## src/design/rti_pkg.sv

```systemverilog
// package for the ray triangle intersection core
// holds the item and result word structs, action codes and fixed-point helpers
// no dependencies
package rti_pkg;

  localparam logic ACT_LOAD = 1'b0;
  localparam logic ACT_RAY  = 1'b1;

  typedef struct packed {
    logic               action;
    logic [1:0]         vertex_sel;
    logic signed [31:0] px;
    logic signed [31:0] py;
    logic signed [31:0] pz;
    logic signed [31:0] dir_x;
    logic signed [31:0] dir_y;
    logic signed [31:0] dir_z;
    logic [31:0]        face_color;
  } in_word_t;

  typedef struct packed {
    logic        hit;
    logic [30:0] distance;
    logic [31:0] hit_color;
  } out_word_t;

  // ray job handed from front to back: vectors already formed
  typedef struct packed {
    logic signed [31:0] e1x, e1y, e1z;
    logic signed [31:0] e2x, e2y, e2z;
    logic signed [31:0] tx, ty, tz;
    logic signed [31:0] dx, dy, dz;
    logic [31:0]        color;
  } job_t;

  // floor of a Q32.32 product to Q16.16 (arithmetic shift floors)
  function automatic logic signed [47:0] fl16(input logic signed [63:0] x);
    logic signed [63:0] s;
    s = x >>> 16;
    return s[47:0];
  endfunction

endpackage

```

## src/design/rti_queue.sv

```systemverilog
// two-entry word queue between front and back
// depends on rti_pkg
module rti_queue (
  input  logic          clk,
  input  logic          rst,
  input  logic          push,
  input  rti_pkg::job_t push_data,
  input  logic          pop,
  output logic          not_empty,
  output logic          full,
  output rti_pkg::job_t head
);
  rti_pkg::job_t mem [2];
  logic          wr_ptr, rd_ptr;
  logic [1:0]    count;

  assign not_empty = count != 2'd0;
  assign full      = count == 2'd2;
  assign head      = mem[rd_ptr];

  always_ff @(posedge clk) begin
    if (push) mem[wr_ptr] <= push_data;
  end

  always_ff @(posedge clk) begin
    if (rst) begin
      wr_ptr <= 1'b0; rd_ptr <= 1'b0; count <= 2'd0;
    end else begin
      if (push) wr_ptr <= ~wr_ptr;
      if (pop) rd_ptr <= ~rd_ptr;
      count <= count + 2'(push) - 2'(pop);
    end
  end
endmodule

```

## config.mk

```make
export PLATFORM = sky130hd
export DESIGN_NAME = rti_queue
export DESIGN_NICKNAME = d
export VERILOG_FILES = /design/src/design/rti_pkg.sv /design/src/design/rti_queue.sv
export SDC_FILE = /design/constraint.sdc
export NUM_CORES = 1
export LEC_CHECK = 0
export ABC_AREA = 0
export BUFFER_PORTS_ARGS = -buffer_cell sky130_fd_sc_hd__buf_2
export CAP_MARGIN = 10
export CORE_ASPECT_RATIO = 0.9
export CORE_UTILIZATION = 28
export CTS_CLUSTER_DIAMETER = 120
export DETAILED_ROUTE_END_ITERATION = 16
export PLACE_DENSITY = 0.56
export SKIP_LAST_GASP = 1
export SYNTH_ARGS = -nofsm -noshare
export SYNTH_HDL_FRONTEND = slang
export SYNTH_SLANG_ARGS = --single-unit
export TNS_END_PERCENT = 50
```

## constraint.sdc

```tcl
create_clock -name clk -period 53.4 [get_ports clk]
set_input_delay 5.34 -clock clk [delete_from_list [all_inputs] [get_ports clk]]
set_output_delay 5.34 -clock clk [all_outputs]
set_load 0.03 [all_outputs]
```

Word level (Yosys, flattened, before mapping)
Memories as Yosys holds them, arrays and structs flattened. A register that Yosys moved wholly into a read port is not among the register bits. Cells that the tools add are included. W data, S select, Z words.

Flip-flop bits (word level): 4. Memory bits (writable): 832. Input port bits: 420. Output and inout bits: 418. Word-level logic and storage cells: 14. Memories kept: 1.

Memories: mem (depth 2, bits a word 416, rd ports 1, clocked after Yosys merged registers in 1, wr ports 1, RTL line rti_queue.sv:13) `rti_pkg::job_t mem [2];`.

Add/sub/neg operators: 2. Equality and inequality tests: 1. Mux-type cells: 4. Bitwise operators: 2. Reductions and logical operators: 1.

Operators by type and width (count): $mux W1 (4); $add A2 B1 Y2 (1); $eq A2 B2 Y1 const B (1); $not A1 Y1 (2); $reduce_bool A2 Y1 (1); $sub A2 B1 Y2 (1).

Logic depth before layout (Yosys ltp)
Word-level depth: 3. Gate-level depth with buffers: 6. Depth with buffers taken out: 6.

Least setup slack after synthesis
OpenSTA, ideal clock, no wires.

Kind: input -> register. Start: input port push. End: memory mem[0][0] (netlist bit) (enable). Arrival time: 23190 ps. Data required time: 52146 ps. Slack: 28957 ps. Stages: 1. Path buffers: 0. Path through: nor2b_1.

Longest elaborated chain between the ends: 2.

Ends and longest elaborated chain: start: declaration (RTL line rti_queue.sv:6) `input logic push,`; $mux W1 (RTL line rti_queue.sv:22) `if (push) mem[wr_ptr] <= push_data;`; $mux W1 (implied by the code) (RTL line rti_queue.sv:22); end: declaration (RTL line rti_queue.sv:13).

No other way between the ends.

==> reports/results.txt <==
# nets final -> 2,633
TritonCTS buffer count -> 88
CP max stage delay -> 950 ps
Routed WL -> 73.21 mm
Static Leak -> 15.12 nW
Initial antenna violation count -> 26
Routed len/inst -> 19.47 um
R2R Path End -> mem[1][321]
Type of the worst setup path -> register to output port
Postcts setup bufs -> 0
Critical Path Fanout Max -> 128
Residual DRC -> 0
Final worst slack -> 43,910 ps
Tot GR Track Use -> 12.43%
P&R area growth vs syn -> 27.68%
# setup viols final -> 0
Main combinational cell family by area after synthesis -> multiplexers
CP endpoint kind -> output port
Hpwl dp -> 51.33 mm
Pre-CTS setup slack -> 44,250 ps
Later-pin clock latency in the skew report -> 660 ps
Die Area -> 0.1127 mm^2
Worst min-delay path class -> register to register
PD cells -> 40.25 mW/mm^2
Setup slack, reg-to-reg -> 49,270 ps
CTS HTree Levels -> 3
DR iter-0 viols -> 894
Leading area contributor after synthesis -> edfxtp_1
Global-route wire length before repair -> 104.6 mm
CTS tree -> built
Detail Route Antenna Nets -> 0
Critical path launch point type -> register
Die H -> 318.6 um
Most common cell in the netlist -> edfxtp_1
Io pins -> 838
Ys async rst share -> 0%
Final Max Slew Viols -> 0
Arrival time worst endpoint -> 4150 ps
Status -> finished clean
Top cell type's share of synthesized area -> 80.10%
Die width -> 353.8 um
Mapped Area -> 0.03119 mm^2
Synth unique cells -> 15
Post-synthesis sequential area ratio -> 80.42%
Row count -> 115
Layout cells sized above 1 -> 61.39%
Clock skew -> 29.41 ps
Worst-path clk slew -> 60 ps
Setup TNS Final -> 0 ps
Synthesized-area fraction occupied by xor and xnor cells -> 0.1284%
Post-synth top cells -> 832 x edfxtp_1, 240 x mux2_4, 176 x mux2_2, 27 x buf_6, 18 x buf_2
MaxCap Viol Count -> 0
Top post-synthesis cells by area -> edfxtp_1 80%, mux2_4 12%, mux2_2 6.4%
Drt first pass iters -> 5
Total clock sinks -> 837
CTS resizes -> 0
Tmin final -> 9492 ps
Initial core utilization -> 28.41%
Fmax -> 105.4 MHz
Mux share of post-synthesis cell area -> 17.91%
Peak supply drop -> 0.00002824 V
CP Data Required Time -> 48,060 ps
Global route overflow -> 0
Top FF cell, synth -> edfxtp_1
CTS Hold Bufs -> 0
Worst Reg2Reg Path Length in Cells -> 4
Critical R2R Launch -> wr_ptr
Worst-margin pin slew -> 1162 ps
Bufs on Longest Clock Path -> 3
Clock root cell -> clkbuf_16
Critical Path Slowest Stage Cell -> dfxtp_4
Number of vias per cell -> 4.156
Synth Area in Compound Gates -> 0%
IO Port Bufs -> 837
Largest net degree at the start of global routing -> 152
Final period util -> 17.77%
Hold Path Stages -> 2
Average cell area after synthesis -> 23.72 um^2
Synth Area in Adders -> 0.08023%
Hold path start -> rd_ptr
Gp weighted congestion -> 0.7714
Final Hold Fails -> 0
EDFF count, synth -> 832
RSZ-0062 raised after global routing -> no
#FFs+latches synth -> 837
Mapped Cells -> 1,315
Synth Area in Simple Gates -> 0.1484%
Synth warn -> 0
Routed via count -> 15,622
Worst path cell trace -> buf_12 -> buf_4 -> mux2_4 -> buf_2
Post-Syn Nets -> 1,737
Core footprint -> 0.1098 mm^2
Vias in the first global route -> 16,621
Worst slew margin -> 22.55%
how the worst max path moves through the flow:
stage          depth (start not counted)     start           to  slack, ps
2_1_floorplan                          1      push    mem[0][0]      28960
3_3_place_gp                           5      push  mem[1][299]      44370
3_5_place_dp                           5      push  mem[1][299]      44250
4_1_cts                                4  register    head[206]      43890
5_1_grt                                4  register    head[190]      43720
6_report                               4  register    head[206]      43910
layer usage:
metal  vias to the layer above  wire [um]  GRT usage [%]
met5                         -         64              0
met4                        10       2148          4.493
met3                       139       5166          4.281
met2                       544      39440          22.87
met1                      7832      26390          12.95
li1                       7097          -              -
metrics by stage:
stage	total power [W]	hold WS, ps	instance area, um^2	util [%]	cells
finish	0.001603	535.7	39820	36.27	3759
global route	0.001660	584.7	39820	36.27	3756
CTS	0.001625	545.6	39790	36.24	3744
detailed placement	0.001027	526.7	36970	33.67	3583
global placement	0.001022	499.8	36970	33.67	3583
floorplan	0.0009726	479.9	31190	-	1315
cell usage in the layout, fill, tap and decap left out, drive strengths merged:
cell type	synthesis	layout
and2	1	1
bufinv	0	7
edfxtp	832	832
diode	0	15
ha	2	2
mux2	416	416
nor2	4	4
nor2b	3	3
xnor3	1	1
xnor2	2	2
inv	2	6
dfxtp	5	5
clkinv	0	42
buf	46	852
or2	1	1
clkinvlp	0	7
clkbuf	0	101
kinds of logic after synthesis:
logic type	Yosys count
XOR/XNOR	3
buffers and inverters	48
multiplexers	416
AND/OR/NAND/NOR	9
flip-flops	837
adder cells (fa/ha/maj)	2
sequential cells by signal, summed over array words and instances (netlist names), named ones only:
signal	count
count	2
mem	832
rd_ptr	1
wr_ptr	1
worst max-delay path: cells and delay by family (launching register included):
family / cells / cell delay [ps]
buffers and inverters: 3 / 1630
flip-flops: 1 / 950
multiplexers: 1 / 370
power by group:
group	internal, W	leakage [nW]	switching (W)	total [W]
logic	0.0000844	5.90	0.000146	0.000230
registers	0.000769	7.85	0.0000106	0.000779
clock network	0.000339	1.37	0.000254	0.000593
cell type report:
cell class                      count  area (um^2)
Clock buffer                      101         2251
Clock inverter                     60        565.5
Inverter                            2        7.507
Multi-Input combinational cell    430         5707
Fill cell                       10290        69960
Tap cell                         1462         1829
Antenna cell                       15        37.54
Sequential cell                   837        25090
Timing Repair Buffer              852         4339
(Power assumes the default switching activity.)
