File: config.mk
export PLATFORM = sky130hd
export DESIGN_NAME = rti_front
export DESIGN_NICKNAME = d
export VERILOG_FILES = /design/src/design/rti_pkg.sv /design/src/design/rti_front.sv
export SDC_FILE = /design/constraint.sdc
export NUM_CORES = 1
export LEC_CHECK = 0
export BUFFER_PORTS_ARGS = -buffer_cell sky130_fd_sc_hd__buf_2
export CAP_MARGIN = 30
export CORE_MARGIN = 10
export CORE_UTILIZATION = 50
export DETAILED_ROUTE_END_ITERATION = 7
export GPL_TIMING_DRIVEN = 0
export PLACE_DENSITY = 0.72
export SLEW_MARGIN = 20
export SYNTH_ARGS = -nofsm -noshare
export SYNTH_HDL_FRONTEND = slang
export SYNTH_SLANG_ARGS = --single-unit
File: constraint.sdc
create_clock -name clk -period 22.6 [get_ports clk]
set_input_delay 1.13 -clock clk [delete_from_list [all_inputs] [get_ports clk]]
set_output_delay 1.13 -clock clk [all_outputs]
set_load 0.01 [all_outputs]
File: src/design/rti_pkg.sv
// package for the ray triangle intersection core
// holds the item and result word structs, action codes and fixed-point helpers
// no dependencies
package rti_pkg;

  localparam logic ACT_LOAD = 1'b0;
  localparam logic ACT_RAY  = 1'b1;

  typedef struct packed {
    logic               action;
    logic [1:0]         vertex_sel;
    logic signed [31:0] px;
    logic signed [31:0] py;
    logic signed [31:0] pz;
    logic signed [31:0] dir_x;
    logic signed [31:0] dir_y;
    logic signed [31:0] dir_z;
    logic [31:0]        face_color;
  } in_word_t;

  typedef struct packed {
    logic        hit;
    logic [30:0] distance;
    logic [31:0] hit_color;
  } out_word_t;

  // ray job handed from front to back: vectors already formed
  typedef struct packed {
    logic signed [31:0] e1x, e1y, e1z;
    logic signed [31:0] e2x, e2y, e2z;
    logic signed [31:0] tx, ty, tz;
    logic signed [31:0] dx, dy, dz;
    logic [31:0]        color;
  } job_t;

  // floor of a Q32.32 product to Q16.16 (arithmetic shift floors)
  function automatic logic signed [47:0] fl16(input logic signed [63:0] x);
    logic signed [63:0] s;
    s = x >>> 16;
    return s[47:0];
  endfunction

endpackage

File: src/design/rti_front.sv
// front part: triangle storage, load handling and ray vector setup
// depends on rti_pkg
module rti_front #(
  parameter int COORD_WIDTH = 32
) (
  input  logic              clk,
  input  logic              rst,
  input  logic              take,
  input  rti_pkg::in_word_t item,
  output logic              job_valid,
  output rti_pkg::job_t     job
);
  localparam int W = (COORD_WIDTH > 32) ? 32 : ((COORD_WIDTH < 2) ? 2 : COORD_WIDTH);

  logic [31:0] tri_vertices [9];
  logic [31:0] tri_color;

  // read a coordinate as W-bit two's complement
  function automatic logic signed [33:0] sx(input logic [31:0] v);
    logic [31:0] m;
    m = v << (32 - W);
    return 34'(signed'(m) >>> (32 - W));
  endfunction

  // saturate a difference to W bits
  function automatic logic signed [31:0] sat(input logic signed [33:0] x);
    logic signed [33:0] hi, lo;
    hi = (34'sd1 <<< (W - 1)) - 34'sd1;
    lo = -hi - 34'sd1;
    if (x > hi) return hi[31:0];
    if (x < lo) return lo[31:0];
    return x[31:0];
  endfunction

  // store loads
  always_ff @(posedge clk) begin
    if (rst) begin
      for (int i = 0; i < 9; i++) tri_vertices[i] <= '0;
      tri_color <= '0;
    end else if (take && item.action == rti_pkg::ACT_LOAD) begin
      case (item.vertex_sel)
        2'd0: begin
          tri_vertices[0] <= item.px; tri_vertices[1] <= item.py; tri_vertices[2] <= item.pz;
        end
        2'd1: begin
          tri_vertices[3] <= item.px; tri_vertices[4] <= item.py; tri_vertices[5] <= item.pz;
        end
        2'd2: begin
          tri_vertices[6] <= item.px; tri_vertices[7] <= item.py; tri_vertices[8] <= item.pz;
        end
        default: ;
      endcase
      tri_color <= item.face_color;
    end
  end

  // form edges, origin offset and direction for a ray
  always_ff @(posedge clk) begin
    if (rst) job_valid <= 1'b0;
    else job_valid <= take && item.action == rti_pkg::ACT_RAY;
    if (take) begin
      job.e1x <= sat(sx(tri_vertices[3]) - sx(tri_vertices[0]));
      job.e1y <= sat(sx(tri_vertices[4]) - sx(tri_vertices[1]));
      job.e1z <= sat(sx(tri_vertices[5]) - sx(tri_vertices[2]));
      job.e2x <= sat(sx(tri_vertices[6]) - sx(tri_vertices[0]));
      job.e2y <= sat(sx(tri_vertices[7]) - sx(tri_vertices[1]));
      job.e2z <= sat(sx(tri_vertices[8]) - sx(tri_vertices[2]));
      job.tx  <= sat(sx(item.px) - sx(tri_vertices[0]));
      job.ty  <= sat(sx(item.py) - sx(tri_vertices[1]));
      job.tz  <= sat(sx(item.pz) - sx(tri_vertices[2]));
      job.dx  <= 32'(sx(item.dir_x));
      job.dy  <= 32'(sx(item.dir_y));
      job.dz  <= 32'(sx(item.dir_z));
      job.color <= tri_color;
    end
  end
endmodule

Word-level counts from Yosys, hierarchy flattened
Memory sizes are Yosys's and may differ from the RTL's.
Index checks and enable logic that the tools add are counted.

storage, ports and cells
  bits in registers = 449
  memories kept = 1
  bits in writable memories = 288
  output and inout bits = 417

memories
  name          depth  width  read ports  clocked after memory_dff  write ports  line             source
  tri_vertices  9      32     9           0                         9            rti_front.sv:15  logic [31:0] tri_vertices [9];

cells by class
  $add $sub $neg = 9
  reduce and logical (&&, ||, !) cells = 3
  bitwise gates (word level) = 10
  magnitude comparators = 18
  equality and inequality tests = 2
  mux-type cells = 104

operator list
  kind                                                  count
  2-to-1 mux 32 bit                                     45
  > comparator 33 x 32 -> 1 bit, second input constant  9
  < comparator 33 x 32 -> 1 bit, second input constant  9
  subtractor 32 x 32 -> 33 bit                          9
  2-to-1 mux 1 bit                                      59
  OR 1 bit                                              9
  == test 2 x 1 -> 1 bit, second input constant         1
  == test 2 bit, second input constant                  1
  logical AND 1 bit                                     2
  logical NOT 2 bit                                     1
  NOT 1 bit                                             1

Logic depth before layout (Yosys ltp)
  depth in word-level cells = 8
  depth in mapped cells = 15
  gate-level depth less buffers = 13

Worst setup path after synthesis
OpenSTA, ideal clock, no wires.

  path type = in2reg
  from = in item[226] (netlist name)
  to = mem tri_vertices[0][0], enable pin
  data required time = 21.907 ns
  path buffers = 2
  cell stages on the path = 4
  arrival time = 8.686 ns
  path slack = 13.221 ns
  cells stage by stage = nand2b_1 > clkbuf_1 > clkbuf_1 > o31ai_1

RTL lines
  item             line             source
  start, declared  rti_front.sv:9   input rti_pkg::in_word_t item,
  end, declared    rti_front.sv:15

Worst setup path after layout
  from = in item[192] (netlist name)
  to = reg job[212] (netlist name), data pin

between the ends
  longest elaborated chain between the ends = 7
  elaborated cells between the ends (all ways) = 11
  classes of those cells = 1 x add/sub; 2 x order compare; 8 x mux

ends and longest elaborated chain
  item                              line             source
  subtractor 32 x 32 -> 33 bit (*)  rti_front.sv:68  job.tx <= sat(sx(item.px) - sx(tri_vertices[0]));
  < comparator 33 x 32 -> 1 bit     rti_front.sv:31  if (x < lo) return lo[31:0];
  2-to-1 mux 1 bit (2 in series)    rti_front.sv:31
  2-to-1 mux 1 bit                  rti_front.sv:61  if (take) begin
  2-to-1 mux 32 bit                 rti_front.sv:32  return x[31:0];
  2-to-1 mux 32 bit (*)             rti_front.sv:31
  end, declared                     rti_front.sv:11  output rti_pkg::job_t job

Mark *: on every way between the ends. The rest lies on a longest branch, timed or not. The select of a mux whose other input is x is not followed.
A chain may end at the register's enable or synchronous reset.

==> run_results.csv <==
group,metric,value,unit
outcome,status,"completed",
timing,fin_setup_tns,0,ps
worst_setup_path,crit_family,"compound AO/OA/AOI/OAI gates",
drt,antenna_left,0,
final_layout,fill_cells,6488,
clock_tree,clk_latency,630,ps
drt,vias,30100,
synthesis,synth_warnings,0,
synthesis,synth_cells,3441,
synthesis,async_flop_share,0,%
placement,placed_area,45000,um2
final_layout,drive_gt1_share,20.6,%
die,die_y,303,um
global_routing,grt_busiest_layer,"met2",
worst_setup_path,worstPathArrival,5370,ps
timing,hold_viol,0,
drt,first_pass_iters,8,
worst_setup_path,max_stage_delay,810,ps
clock_tree,htreeDepth,3,
worst_setup_path,crit_fanout,10,
timing,max_slew_margin,33.0,%
worst_setup_path,slowest_stage,"a211oi_2",
worst_setup_path,cp_data_required_time,23010,ps
power_and_ir_drop,power.internal,2.94,mW
final_layout,nNetsFinal,4718,
power_and_ir_drop,comb_power_share,28.3,%
placement,gp_congestion,0.926,
worst_setup_path,critical_path_buf_inv_count,3,
power_and_ir_drop,ir_drop,0.0840,mV
global_routing,met2_usage,40.3,%
clock_tree,post_cts_buffers,0,
synthesis,synthAdderAreaFrac,10.9,%
worst_setup_path,critPathKind,"in -> reg",
power_and_ir_drop,swShare,31.7,%
die,initial_utilization,50.6,%
placement,dp_slack,17080,ps
synthesis,syn-cell-area,40100,um2
timing,final_max_slew_viol_count,0,
global_routing,grt_pass1_vias,29300,
timing,fin_crit,4970,ps
clock_tree,cts_sinks,737,
clock_tree,path_clk_slew,60,ps
timing,fmax,201,MHz
global_routing,grt_use_met3,6.36,%
timing,rsz0062_at_grt,"no",
die,die_w,303,um
placement,hpwlAfterDp,94.9,mm
min_path,hold_path_class,"reg -> reg",
timing,setup-violations-final,0,
synthesis,ys_seq_elements,737,
final_layout,stdcell_area,47700,um2
placement,place_inst,5158,
synthesis,synth-main-ff-cell,"edfxtp_1",
global_routing,track_usage,24.6,%
job,max-cap-violations,0,
global_routing,grt_use_met1,31.6,%
final_layout,fin_cells,5321,
synthesis,synth-xor-area-share,5.05,%
die,dieArea,91900,um2
synthesis,synth_edf_count,704,
clock_tree,ctsHoldBuffers,0,
clock_tree,clk_path_buf_depth,3,
power_and_ir_drop,leakagePower,19.6,nW
worst_setup_path,cp_common_cell,"a21oi_1",
synthesis,yosys.area_share.simple,9.73,%
synthesis,avgSynthCellArea,11.6,um2
timing,setup_ws,17630,ps
clock_tree,numCtsBuffers,81,
final_layout,fin_util,60.1,%
synthesis,synth_compound_area_share,16.7,%
power_and_ir_drop,pwr-share-clk,30.1,%
drt,routed_wl,118,mm
timing,tightestPinTransition,1000,ps
final_layout,area_delta_synth_final,19.0,%
worst_setup_path,start_kind,"input pin",
global_routing,grt_overflow_total,0,
synthesis,synth_top_area_share,52.8,%
synthesis,ys_top_cells_by_area,"edfxtp_1 53%, ha_1 9.0%, a21oi_1 4.6%, xnor2_1 3.0%, o21ai_0 2.7%",
clock_tree,clockRootBuffer,"clkbuf_16",
drt,dr.first_iter.drc_count,2726,
clock_tree,cts_tree,"built",
global_routing,grt_pass1_wl,174,mm
worst_setup_path,end_kind,"flop",
power_and_ir_drop,power.total,4.31,mW
drt,drc,0,
clock_tree,cts_resized,0,
die,ios,647,
placement,io_buffer_count,645,
synthesis,muxShareOfSynthArea,0.275,%
power_and_ir_drop,power_density,90.3,nW/um2
die,core_area,79300,um2
worst_setup_path,crit_chain,"buf_2 -> inv_1 -> ha_1 -> fa_1 -> nand2b_1 -> a21oi_1 -> o22ai_1 -> o21ai_0 -> a21oi_1 -> o21ai_1 -> a311oi_1 -> a211oi_2 -> nand2_1 -> buf_2 -> a21oi_1",
timing,fin_crit_sh,22.0,%
power_and_ir_drop,power_switching,1.36,mW
timing,skew,27.0,ps
synthesis,synthesis.nets,3968,
die,rows,103,
synthesis,synth.distinct_cells,96,
drt,drt-wirelength-per-cell,22.2,um
synthesis,yosysSeqAreaShare,54.4,%
synthesis,synth.largest_area_cell,"edfxtp_1",
synthesis,synth_top_family_by_area,"compound AO/OA/AOI/OAI gates",
drt,vias_per_cell,5.66,
global_routing,grt_max_degree,107,
global_routing,antenna_found_initial,37,
power_and_ir_drop,p_seq_share,41.6,%
timing,holdWs,430,ps
## cells by family after synthesis
group                    count (synthesis)
adder cells (fa/ha/maj)                356
flip-flops                             737
AND/OR/NAND/NOR                        750
AO/OA/AOI/OAI                         1062
buffers and inverters                  294
multiplexers                            11
XOR/XNOR                               231
## layer usage
| layer | part of all wire, % | up-vias |
|---|---|---|
| met5 | 0.11 | - |
| met4 | 3.0 | 22 |
| met3 | 8.8 | 229 |
| met2 | 47 | 1155 |
| met1 | 41 | 14300 |
| li1 | - | 14400 |
## worst reg2reg max path: cells and delay by family, from the launching register on
kind,cells,cell delay [ps]
AOI/OAI and AO/OA,6,2160
and+or+nand+nor,3,810
buffers and inverters,2,650
DFF,1,500
adders and majority gates,1,240
xor gates and xnor gates,1,200
## cell usage in the layout, fill, tap and decap left out, types with 11 or more instances in the layout
master and n:
nand2_1 204, clkinv_2 12, nor2b_1 53, nor3_1 31, inv_1 174, a211oi_1 22
buf_2 673, ha_1 288, o31ai_1 20, buf_6 15, o21bai_1 32, o211ai_1 18
xnor2_1 138, edfxtp_1 704, clkbuf_16 82, maj3_1 57, a31oi_1 29, nand2b_1 48
or3_1 13, nand4_1 33, o21ai_0 219, and2_1 110, clkbuf_1 99, mux2i_1 11
o21a_1 47, nand3_1 49, dfxtp_1 33, xor2_1 93, o21ai_1 24, a21o_1 143
diode_2 20, nor2_1 120, a21oi_1 370, and3_1 24
## final cells by class
type | count | area, um2 | share of cell area [%]
clock buffers | 97 | 2120 | 4.44
repair buffers | 667 | 3590 | 7.54
multi-input cells | 2410 | 17100 | 36.0
clock inverters | 46 | 480 | 1.01
inverters | 174 | 653 | 1.37
plain buffers | 120 | 523 | 1.10
flip-flops and latches | 737 | 21800 | 45.7
well taps | 1050 | 1310 | 2.76
diodes | 20 | 50.0 | 0.105
## cells in the mapped netlist, drive strengths merged (48+ instances only)
| master | number |
|---|---|
| o21ai | 244 |
| ha | 288 |
| clkbuf | 85 |
| xnor2 | 138 |
| nand2 | 207 |
| edfxtp | 704 |
| nor2 | 125 |
| nor2b | 54 |
| xor2 | 93 |
| and2 | 110 |
| nand2b | 48 |
| a21o | 143 |
| nand3 | 49 |
| maj3 | 59 |
| a21oi | 372 |
| inv | 174 |
## worst paths after layout
kind / from / end / slack [ps] / cells past startpoint
min: tri_color[8]$_SDFFE_PP0P_ / job[8]$_DFFE_PP_ / 430 / 0
max reg2reg: tri_vertices[0][33]$_DFFE_PP_ / job[173]$_SDFFCE_PN1P_ / 17700 / 13
max: item[192] / job[212]$_SDFFCE_PN1P_ / 17630 / 15
min reg2reg: tri_color[8]$_SDFFE_PP0P_ / job[8]$_DFFE_PP_ / 430 / 0
## state kept, by name, summed over array words and instances (netlist names)
| name | cells |
|---|---|
| job_valid | 1 |
| job | 416 |
| tri_vertices | 288 |
| tri_color | 32 |
## power groups by stage
stage,combinational [mW],sequential [mW],clock [mW]
finish,1.22,1.79,1.29
detailed placement,1.21,1.82,0
global placement,1.19,1.83,0
global route,1.33,1.81,1.37
CTS,1.22,1.79,1.32
floorplan,0.679,1.89,0
(Power assumes the default switching activity.)
