===== src/design/rti_pkg.sv =====
// package for the ray triangle intersection core
// holds the item and result word structs, action codes and fixed-point helpers
// no dependencies
package rti_pkg;

  localparam logic ACT_LOAD = 1'b0;
  localparam logic ACT_RAY  = 1'b1;

  typedef struct packed {
    logic               action;
    logic [1:0]         vertex_sel;
    logic signed [31:0] px;
    logic signed [31:0] py;
    logic signed [31:0] pz;
    logic signed [31:0] dir_x;
    logic signed [31:0] dir_y;
    logic signed [31:0] dir_z;
    logic [31:0]        face_color;
  } in_word_t;

  typedef struct packed {
    logic        hit;
    logic [30:0] distance;
    logic [31:0] hit_color;
  } out_word_t;

  // ray job handed from front to back: vectors already formed
  typedef struct packed {
    logic signed [31:0] e1x, e1y, e1z;
    logic signed [31:0] e2x, e2y, e2z;
    logic signed [31:0] tx, ty, tz;
    logic signed [31:0] dx, dy, dz;
    logic [31:0]        color;
  } job_t;

  // floor of a Q32.32 product to Q16.16 (arithmetic shift floors)
  function automatic logic signed [47:0] fl16(input logic signed [63:0] x);
    logic signed [63:0] s;
    s = x >>> 16;
    return s[47:0];
  endfunction

endpackage


===== src/design/rti_back.sv =====
// back part: sequenced products on one multiplier, tests and a bit-serial divide
// depends on rti_pkg
module rti_back #(
  parameter int COORD_WIDTH = 32
) (
  input  logic              clk,
  input  logic              rst,
  input  logic              job_ready,
  input  rti_pkg::job_t     job,
  output logic              job_take,
  output logic              res_valid,
  output rti_pkg::out_word_t res
);
  localparam int W = (COORD_WIDTH > 32) ? 32 : ((COORD_WIDTH < 2) ? 2 : COORD_WIDTH);

  typedef enum logic [5:0] {
    S_IDLE = 6'b000001, S_MUL = 6'b000010, S_TEST = 6'b000100,
    S_DIV  = 6'b001000, S_OUT = 6'b010000, S_MISS = 6'b100000
  } state_t;

  state_t state;
  rti_pkg::job_t j;
  logic [4:0]  step;
  logic signed [31:0] px, py, pz, qx, qy, qz;
  logic signed [49:0] acc;
  logic signed [49:0] det, un, vn, tn;
  logic [49:0] rem;
  logic [31:0] quo;
  logic [5:0]  bitn;
  logic [79:0] num;

  logic signed [31:0] ma, mb;
  logic signed [63:0] prod;
  logic signed [47:0] term;
  logic sub, last;

  function automatic logic signed [31:0] sat(input logic signed [49:0] x);
    logic signed [49:0] hi, lo;
    hi = (50'sd1 <<< (W - 1)) - 50'sd1;
    lo = -hi - 50'sd1;
    if (x > hi) return hi[31:0];
    if (x < lo) return lo[31:0];
    return x[31:0];
  endfunction

  // operand schedule: 6 for P, det 3, u 3, 6 for Q, v 3, t 3
  always_comb begin
    ma = '0; mb = '0; sub = 1'b0; last = 1'b0;
    case (step)
      5'd0:  begin ma = j.dy; mb = j.e2z; end
      5'd1:  begin ma = j.dz; mb = j.e2y; sub = 1'b1; last = 1'b1; end
      5'd2:  begin ma = j.dz; mb = j.e2x; end
      5'd3:  begin ma = j.dx; mb = j.e2z; sub = 1'b1; last = 1'b1; end
      5'd4:  begin ma = j.dx; mb = j.e2y; end
      5'd5:  begin ma = j.dy; mb = j.e2x; sub = 1'b1; last = 1'b1; end
      5'd6:  begin ma = j.e1x; mb = px; end
      5'd7:  begin ma = j.e1y; mb = py; end
      5'd8:  begin ma = j.e1z; mb = pz; last = 1'b1; end
      5'd9:  begin ma = j.tx; mb = px; end
      5'd10: begin ma = j.ty; mb = py; end
      5'd11: begin ma = j.tz; mb = pz; last = 1'b1; end
      5'd12: begin ma = j.ty; mb = j.e1z; end
      5'd13: begin ma = j.tz; mb = j.e1y; sub = 1'b1; last = 1'b1; end
      5'd14: begin ma = j.tz; mb = j.e1x; end
      5'd15: begin ma = j.tx; mb = j.e1z; sub = 1'b1; last = 1'b1; end
      5'd16: begin ma = j.tx; mb = j.e1y; end
      5'd17: begin ma = j.ty; mb = j.e1x; sub = 1'b1; last = 1'b1; end
      5'd18: begin ma = j.dx; mb = qx; end
      5'd19: begin ma = j.dy; mb = qy; end
      5'd20: begin ma = j.dz; mb = qz; last = 1'b1; end
      5'd21: begin ma = j.e2x; mb = qx; end
      5'd22: begin ma = j.e2y; mb = qy; end
      5'd23: begin ma = j.e2z; mb = qz; last = 1'b1; end
      default: ;
    endcase
    prod = ma * mb;
    term = rti_pkg::fl16(prod);
  end

  // accumulator is wide enough for three full-range floored products
  logic signed [49:0] sum;
  assign sum = sub ? acc - term : acc + term;
  assign job_take = state == S_IDLE && job_ready;

  // magnitudes with det sign folded in
  logic signed [49:0] dabs, ua, va, ta;
  logic signed [50:0] uvsum;
  assign dabs = det[49] ? -det : det;
  assign ua   = det[49] ? -un : un;
  assign va   = det[49] ? -vn : vn;
  assign ta   = det[49] ? -tn : tn;
  assign uvsum = 51'(ua) + 51'(va);

  // restoring divide step
  logic [50:0] trial;
  assign trial = {rem, num[79]} - {1'b0, dabs};

  always_ff @(posedge clk) begin
    if (rst) begin
      state <= S_IDLE;
      res_valid <= 1'b0;
    end else begin
      res_valid <= 1'b0;
      case (state)
        S_IDLE: if (job_ready) begin
          j <= job; step <= '0; acc <= '0; state <= S_MUL;
        end
        S_MUL: begin
          acc <= last ? '0 : sum;
          step <= step + 5'd1;
          if (last) begin
            case (step)
              5'd1:  px <= sat(sum);
              5'd3:  py <= sat(sum);
              5'd5:  pz <= sat(sum);
              5'd8:  det <= sum;
              5'd11: un <= sum;
              5'd13: qx <= sat(sum);
              5'd15: qy <= sat(sum);
              5'd17: qz <= sat(sum);
              5'd20: vn <= sum;
              default: tn <= sum;
            endcase
          end
          if (step == 5'd8 && sum == '0) state <= S_MISS;
          else if (step == 5'd23) state <= S_TEST;
        end
        S_TEST: begin
          if (ua < 0 || ua > dabs || va < 0 || uvsum > 51'(dabs) || ta <= 0) state <= S_MISS;
          else begin
            num <= {ta[47:0], 16'd0, 16'd0};
            rem <= '0; quo <= '0; bitn <= '0; state <= S_DIV;
          end
        end
        S_DIV: begin
          // 64-bit numerator, 32 quotient bits kept; a set top bit freezes as overflow
          if (!trial[50]) rem <= trial[49:0];
          else rem <= {rem[48:0], num[79]};
          num <= {num[78:0], 1'b0};
          if (!quo[31]) quo <= {quo[30:0], !trial[50]};
          bitn <= bitn + 6'd1;
          if (bitn == 6'd63) state <= S_OUT;
        end
        S_OUT: begin
          res_valid <= 1'b1;
          res.hit <= 1'b1;
          res.distance <= quo[31] ? 31'h7FFF_FFFF : quo[30:0];
          res.hit_color <= j.color;
          state <= S_IDLE;
        end
        S_MISS: begin
          res_valid <= 1'b1;
          res <= '0;
          state <= S_IDLE;
        end
        default: state <= S_IDLE;
      endcase
    end
  end
endmodule


===== config.mk =====
export PLATFORM = sky130hd
export DESIGN_NAME = rti_back
export DESIGN_NICKNAME = d
export VERILOG_FILES = /design/src/design/rti_pkg.sv /design/src/design/rti_back.sv
export SDC_FILE = /design/constraint.sdc
export NUM_CORES = 2
export LEC_CHECK = 0
export ABC_CLOCK_PERIOD_IN_PS = 24500
export BUFFER_PORTS_ARGS = -buffer_cell sky130_fd_sc_hd__buf_2
export CAP_MARGIN = 20
export CORE_MARGIN = 10
export CORE_UTILIZATION = 55
export CTS_CLUSTER_SIZE = 12
export DETAILED_ROUTE_END_ITERATION = 6
export PLACE_DENSITY = 0.76
export SETUP_SLACK_MARGIN = 0.3
export SLEW_MARGIN = 20
export SYNTH_ARGS = -nofsm -noshare
export SYNTH_HDL_FRONTEND = slang
export SYNTH_SLANG_ARGS = --single-unit

===== constraint.sdc =====
create_clock -name clk -period 24.5 [get_ports clk]
set_input_delay 6.125 -clock clk [delete_from_list [all_inputs] [get_ports clk]]
set_output_delay 6.125 -clock clk [all_outputs]
set_load 0.03 [all_outputs]

# After elaboration in Yosys (flattened, before gate mapping)
# Cells that the tools add are included.
[word_totals]
ff_bits = 1102
latch_bits = 0
ramBits = 0
romBits = 0
n_memories = 0
[op_classes]
addsub = 10
mul = 1
n_div = 0
magnitude_cmp = 7
n_eq_ne = 35
shifts = 0
n_mux = 103
n_bitwise = 2
n_reduce_logical = 50
[ops]
columns = ["operator", "count"]
rows = [
  ["case mux 32 bit (12 select lines)", 2],
  ["two-way mux 32 bit", 16],
  ["two-way mux 50 bit", 9],
  ["negator 50 bit", 4],
  ["case mux 50 bit (2 select lines)", 2],
  ["case mux 80 bit (2 select lines)", 1],
  ["case mux 64 bit (2 select lines)", 1],
  ["< comparator 50 x 1 -> 1 bit, second input constant", 2],
  ["two-way mux 80 bit", 1],
  ["multiplier 32 x 32 -> 64 bit", 1],
  ["case mux 32 bit (2 select lines)", 1],
  ["two-way mux 1 bit", 59],
  ["adder 50 x 50 -> 51 bit", 1],
  ["greater-than comparator 51 x 50 -> 1 bit", 1],
  ["subtractor 51 x 50 -> 51 bit", 1],
  ["adder 50 x 48 -> 50 bit", 1],
  ["greater-than comparator 50 x 32 -> 1 bit, second input constant", 1],
  ["greater-than comparator 50 bit", 1],
  ["less-or-equal comparator 50 x 1 -> 1 bit, second input constant", 1],
  ["logical NOT 50 bit", 1],
  ["< comparator 50 x 32 -> 1 bit, second input constant", 1],
  ["subtractor 50 x 48 -> 50 bit", 1],
  ["AND reduction 4 bit", 11],
  ["== test 5 x 4 -> 1 bit, second input constant", 8],
  ["other kinds (33)", 80],
]

# Longest topological paths before layout
[logic_depth]
ltp_word = 19
mapped_depth = 64

# Worst setup path after synthesis
# Ideal clock, no wire load.
[synth_timing]
kind = "input -> register"
from = "in rst"
to = "reg j[0] in the netlist's numbering, enable pin"
setup_time_ns = 1.204
arrival_ns = 23.571
t_required_ns = 23.296
path_slack_ns = -0.276
cell_stages = 2
cell_sequence = "clkbuf_1 -> nor2_1"
[synth_via]
elab_chain_cells = 2
[synth_lines]
columns = ["element", "line_no", "text"]
rows = [
  ["start, declared", "rti_back.sv:7", "input logic rst,"],
  ["NOT 1 bit (no source line)", "n/a", ""],
  ["AND reduction 3 bit (no source line)", "n/a", ""],
  ["end signal, assigned", "rti_back.sv:106", "j <= job; step <= '0; acc <= '0; state <= S_MUL;"],
  ["end, declared", "rti_back.sv:22", "rti_pkg::job_t j;"],
]
# No other way between the ends.
# A chain may end at the register's enable or synchronous reset.

# Worst setup path after layout
[layout_timing]
from = "reg step[4]"
to = "reg px[12] (data pin)"
[layout_via]
elab_chain_cells = 15
[layout_lines]
columns = ["element", "line_no", "text"]
rows = [
  ["start, declared", "rti_back.sv:23", "logic [4:0] step;"],
  ["start signal, assigned", "rti_back.sv:110", "step <= step + 5'd1;"],
  ["== test 5 x 1 -> 1 bit (tied with other cells)", "rti_back.sv:49", "case (step)"],
  ["OR reduction 3 bit (no source line) or OR reduction 2 bit (tied branches)", "n/a", ""],
  ["case mux 32 bit (12 select lines)", "rti_back.sv:49", ""],
  ["multiplier 32 x 32 -> 64 bit", "rti_back.sv:76", "prod = ma * mb;"],
  ["adder 50 x 48 -> 50 bit or subtractor 50 x 48 -> 50 bit (tied branches)", "rti_back.sv:82", "assign sum = sub ? acc - term : acc + term;"],
  ["two-way mux 50 bit *", "rti_back.sv:82", ""],
  ["named net sum[49]", "rti_back.sv:81", "logic signed [49:0] sum;"],
  ["< comparator 50 x 32 -> 1 bit", "rti_back.sv:42", "if (x < lo) return lo[31:0];"],
  ["two-way mux 1 bit (2 in a row)", "rti_back.sv:42", ""],
  ["two-way mux 1 bit", "rti_back.sv:112", "case (step)"],
  ["two-way mux 1 bit", "rti_back.sv:111", "if (last) begin"],
  ["two-way mux 1 bit", "rti_back.sv:104", "case (state)"],
  ["two-way mux 1 bit", "rti_back.sv:99", "if (rst) begin"],
  ["two-way mux 32 bit", "rti_back.sv:43", "return x[31:0];"],
  ["two-way mux 32 bit *", "rti_back.sv:42", ""],
  ["end signal, assigned", "rti_back.sv:113", "5'd1: px <= sat(sum);"],
  ["end, declared", "rti_back.sv:24", "logic signed [31:0] px, py, pz, qx, qy, qz;"],
]
# Mark *: on every way through the listed nets, which the timed path passes. The rest lies on a longest branch. The select of a mux whose other input is x is not followed.

==> results list <==
* Number of cells produced by synthesis: 8615
- Using the TritonRoute via totals, the vias-per-cell ratio works out to 6.22.
* Maximum level of the CTS H-tree: 3
* Routed length per instance: 27.6 um
- For this block, the routed nets add up to 311000 um of wire.
- Cells resized by post-CTS repair: 0
- Setup violations remaining at the end of the flow were counted as 0.
- The initial utilization of the core area, before any placement, comes to 0.553.
- For the pin with the worst max-slew slack, the measured transition is 1230 ps.
- The run finished, with violations left.
* GR met2 Demand/Resource: 0.533
- In this run the worst path has a maximum fanout of 31.
* Cell area after synthesis: 91100 sq um
- Number of distinct library cells after synthesis: 100
- Buffers added on ports: 484
* Layout Utilization: 0.607
* Number of antenna violations at the first check in global routing: 8
- For this block, the via count after detailed routing is 70100.
- Post-Synth Simple-Gate Area: 0.132
* Most common flop cell mapped by yosys: edfxtp_1
- The wire-length estimate of the detail-placed layout is 239000 um.
- Among all stages on the critical path, the largest delay is contributed by nand2_1.
* Count of buffer and inverter cells on the critical path: 3
- The longest clock path from root to sink contains 3 buffers.
- Proportion of synthesized area in mux cells: 0.00181
- Global Route met3 Usage: 0.0939
- Across every metal layer, demand over resource in global routing totals 0.339.
- After routing, the total negative slack on setup checks comes to 0 ps.
- Xor/xnor share of the synthesized area: 0.0416
- Per-instance average area after synthesis: 10.6 sq um
- Number of max-slew violations in the final report: 0
- Residual DRC count: 3
* Adder and majority cell fraction of the synthesized area: 0.299
- Fraction of the mapped netlist area in compound gates: 0.111
- Post-layout nets: 10900
- Number of optimization iterations in the first detailed-route pass: 7
- The via count of the first global-routing pass was 71900.
- Cell accounting for the most synthesized area: edfxtp_1
- Ratio of cells with drive above 1 in the final layout: 0.105
- Violations in the final reports: design-rule violations
- Across the routed clock network, the largest skew measured is 69.8 ps.
- For this run, the register share of the synthesized area comes to 0.352.
- For this run, the slowest stage of the critical path takes 1090 ps.
* Global-route track usage on met1: 0.419
- Top Usage Layer GRT: met2
* Total number of placement rows: 149
- Hold buffer count at CTS: 0
- Critical Setup Path Class: reg2reg
* First-pass GRT wire length: 459000 um
- The detail route stage leaves a number of antenna-violating nets equal to 0.
- Once placement completed, the tool counted placed cells totaling 11100.
- CP Launch Type: register
- Of all flip-flops after synthesis, the portion carrying an async set or reset was 0.
* Initial DRC count: 7766
- Placeable Area: 165000 sq um
* Top cells by area in the synthesized netlist: edfxtp_1, fa_1, ha_1
- Reg2Reg Launch Point: step[4]
* F_max: 53.2 MHz
- Counting every net in the synthesized netlist gives 10600.
- The startpoint identified for the worst hold timing path is j[16].
- Cell repeated most along the worst path: fa_1
* RSZ-0062 raised after global routing: false
- The clock reaches the later pin of the worst-skew pair after 810 ps.
- The routed design could run at a clock period as short as 18810 ps.
* Count of buffers added by post-CTS timing repair for setup: 0
- Dominant combinational cell family by area after synthesis: adder cells
* Final cycle utilization of the critical path: 0.768
* Final estimated routing congestion in global placement: 1.02
* Cell types with the highest counts after synthesis: inv_1, fa_1, edfxtp_1
- In this run the horizontal extent of the chip is 427 um.
* Critical Path End Type: register
- The Yosys step of the flow raised 0 warnings.
* Largest delay share family, worst path: simple AND/OR/NAND/NOR gates
- Hold Vio Cnt, Final: 0
* Flip-flop and latch count after synthesis: 1070
- At the worst endpoint, the required time is 24910 ps.
- Most common cell in the netlist: inv_1
* Clock transition at path regs: 60 ps
- Die area: 182000 sq um
- Number of top-level design ports: 485
- The most critical setup path has its startpoint at step[4].
- Final global-route overflow total: 0
- Max cap viols: 0
- Measured against its own limit, the worst slew margin works out to 0.174.
* Clock buffers created by TritonCTS: 113
* Worst hold-check path type: reg2reg
* Fraction of post-synthesis cell area in the top cell type by area: 0.350
- In this run the vertical extent of the chip is 427 um.
* Root buffer cell: clkbuf_16
* Synthesis-to-layout area growth: 9.78%
- Final instance count without filler cells: 11300
- Entering global routing, the biggest net connects 91 pins.
* Number of enable flip-flop cells after synthesis: 1063
- TritonCTS built the clock tree.
* # clock sinks: 1070
- Crit path arrival time: 19210 ps
-- registers in the layout, indices dropped and copies added (netlist names) --
name,flops
qy,32
qz,32
py,32
res,64
bitn,6
qx,32
tn,50
det,50
j,416
quo,32
res_valid,1
state,6
vn,50
num,48
acc,50
un,50
rem,50
pz,32
step,5
px,32
-- cell type report --
class	instances	area (sq um)
repair buffers	653	3700
well taps	2189	2740
clock buffers	142	2960
multi-input cells	6038	53800
flip-flops and latches	1070	32100
clock inverters	48	579
fillers	13300	64800
inverters	1118	4200
diodes	12	30.0
-- final timing paths --
check	to	slack (ps)	cells after the start
setup / recovery	px[12]	5690	48
hold / removal	res[16]	520	1
setup reg to reg	px[12]	5690	48
hold reg to reg	res[16]	520	1
-- metrics by stage --
stage | area (sq um) | hold slack, ps | setup slack (ps)
6_report | 100000 | 520 | 5690
3_5_place_dp | 96500 | 505 | 6150
5_1_grt | 100000 | 543 | 5150
4_1_cts | 100000 | 526 | 6030
3_3_place_gp | 96500 | 499 | 6510
2_1_floorplan | 91100 | 467 | 6830
-- routing by layer --
layer,routed length (um),vias to the layer above
li1,-,30000
met1,111000,34700
met2,140000,4405
met3,36700,924
met4,22900,2
met5,13,-
-- cells in the final DEF, fill, tap and decap left out, types with 160 or more instances in the layout --
master	Yosys	layout
ha_1	440	440
inv_1	1118	1118
xor2_1	168	166
o21ai_0	288	288
edfxtp_1	1063	1063
a21oi_1	277	272
a22oi_1	244	244
nand2_1	747	747
fa_1	1085	1085
buf_4	4	167
a21o_1	160	160
nor2_1	821	802
buf_2	5	485
xnor2_1	265	263
-- cell families after synthesis --
group | after synthesis
buffers and inverters | 1507
muxes | 16
xor gates and xnor gates | 433
adders and majority gates | 1525
DFF | 1070
AOI/OAI and AO/OA | 1508
and+or+nand+nor | 2556
-- worst register-to-register path: cells and delay by family, from the launching register on --
family	cells	cell delay, ps
adder cells (fa/ha/maj)	10	4890
buffers and inverters	3	430
XOR/XNOR	4	1330
AO/OA/AOI/OAI	16	5360
flip-flops	1	820
AND/OR/NAND/NOR	15	5580
Power is left out: the tool's default activity adds up to more than one toggle a clock period on the data nets, which glitch-free logic cannot reach.
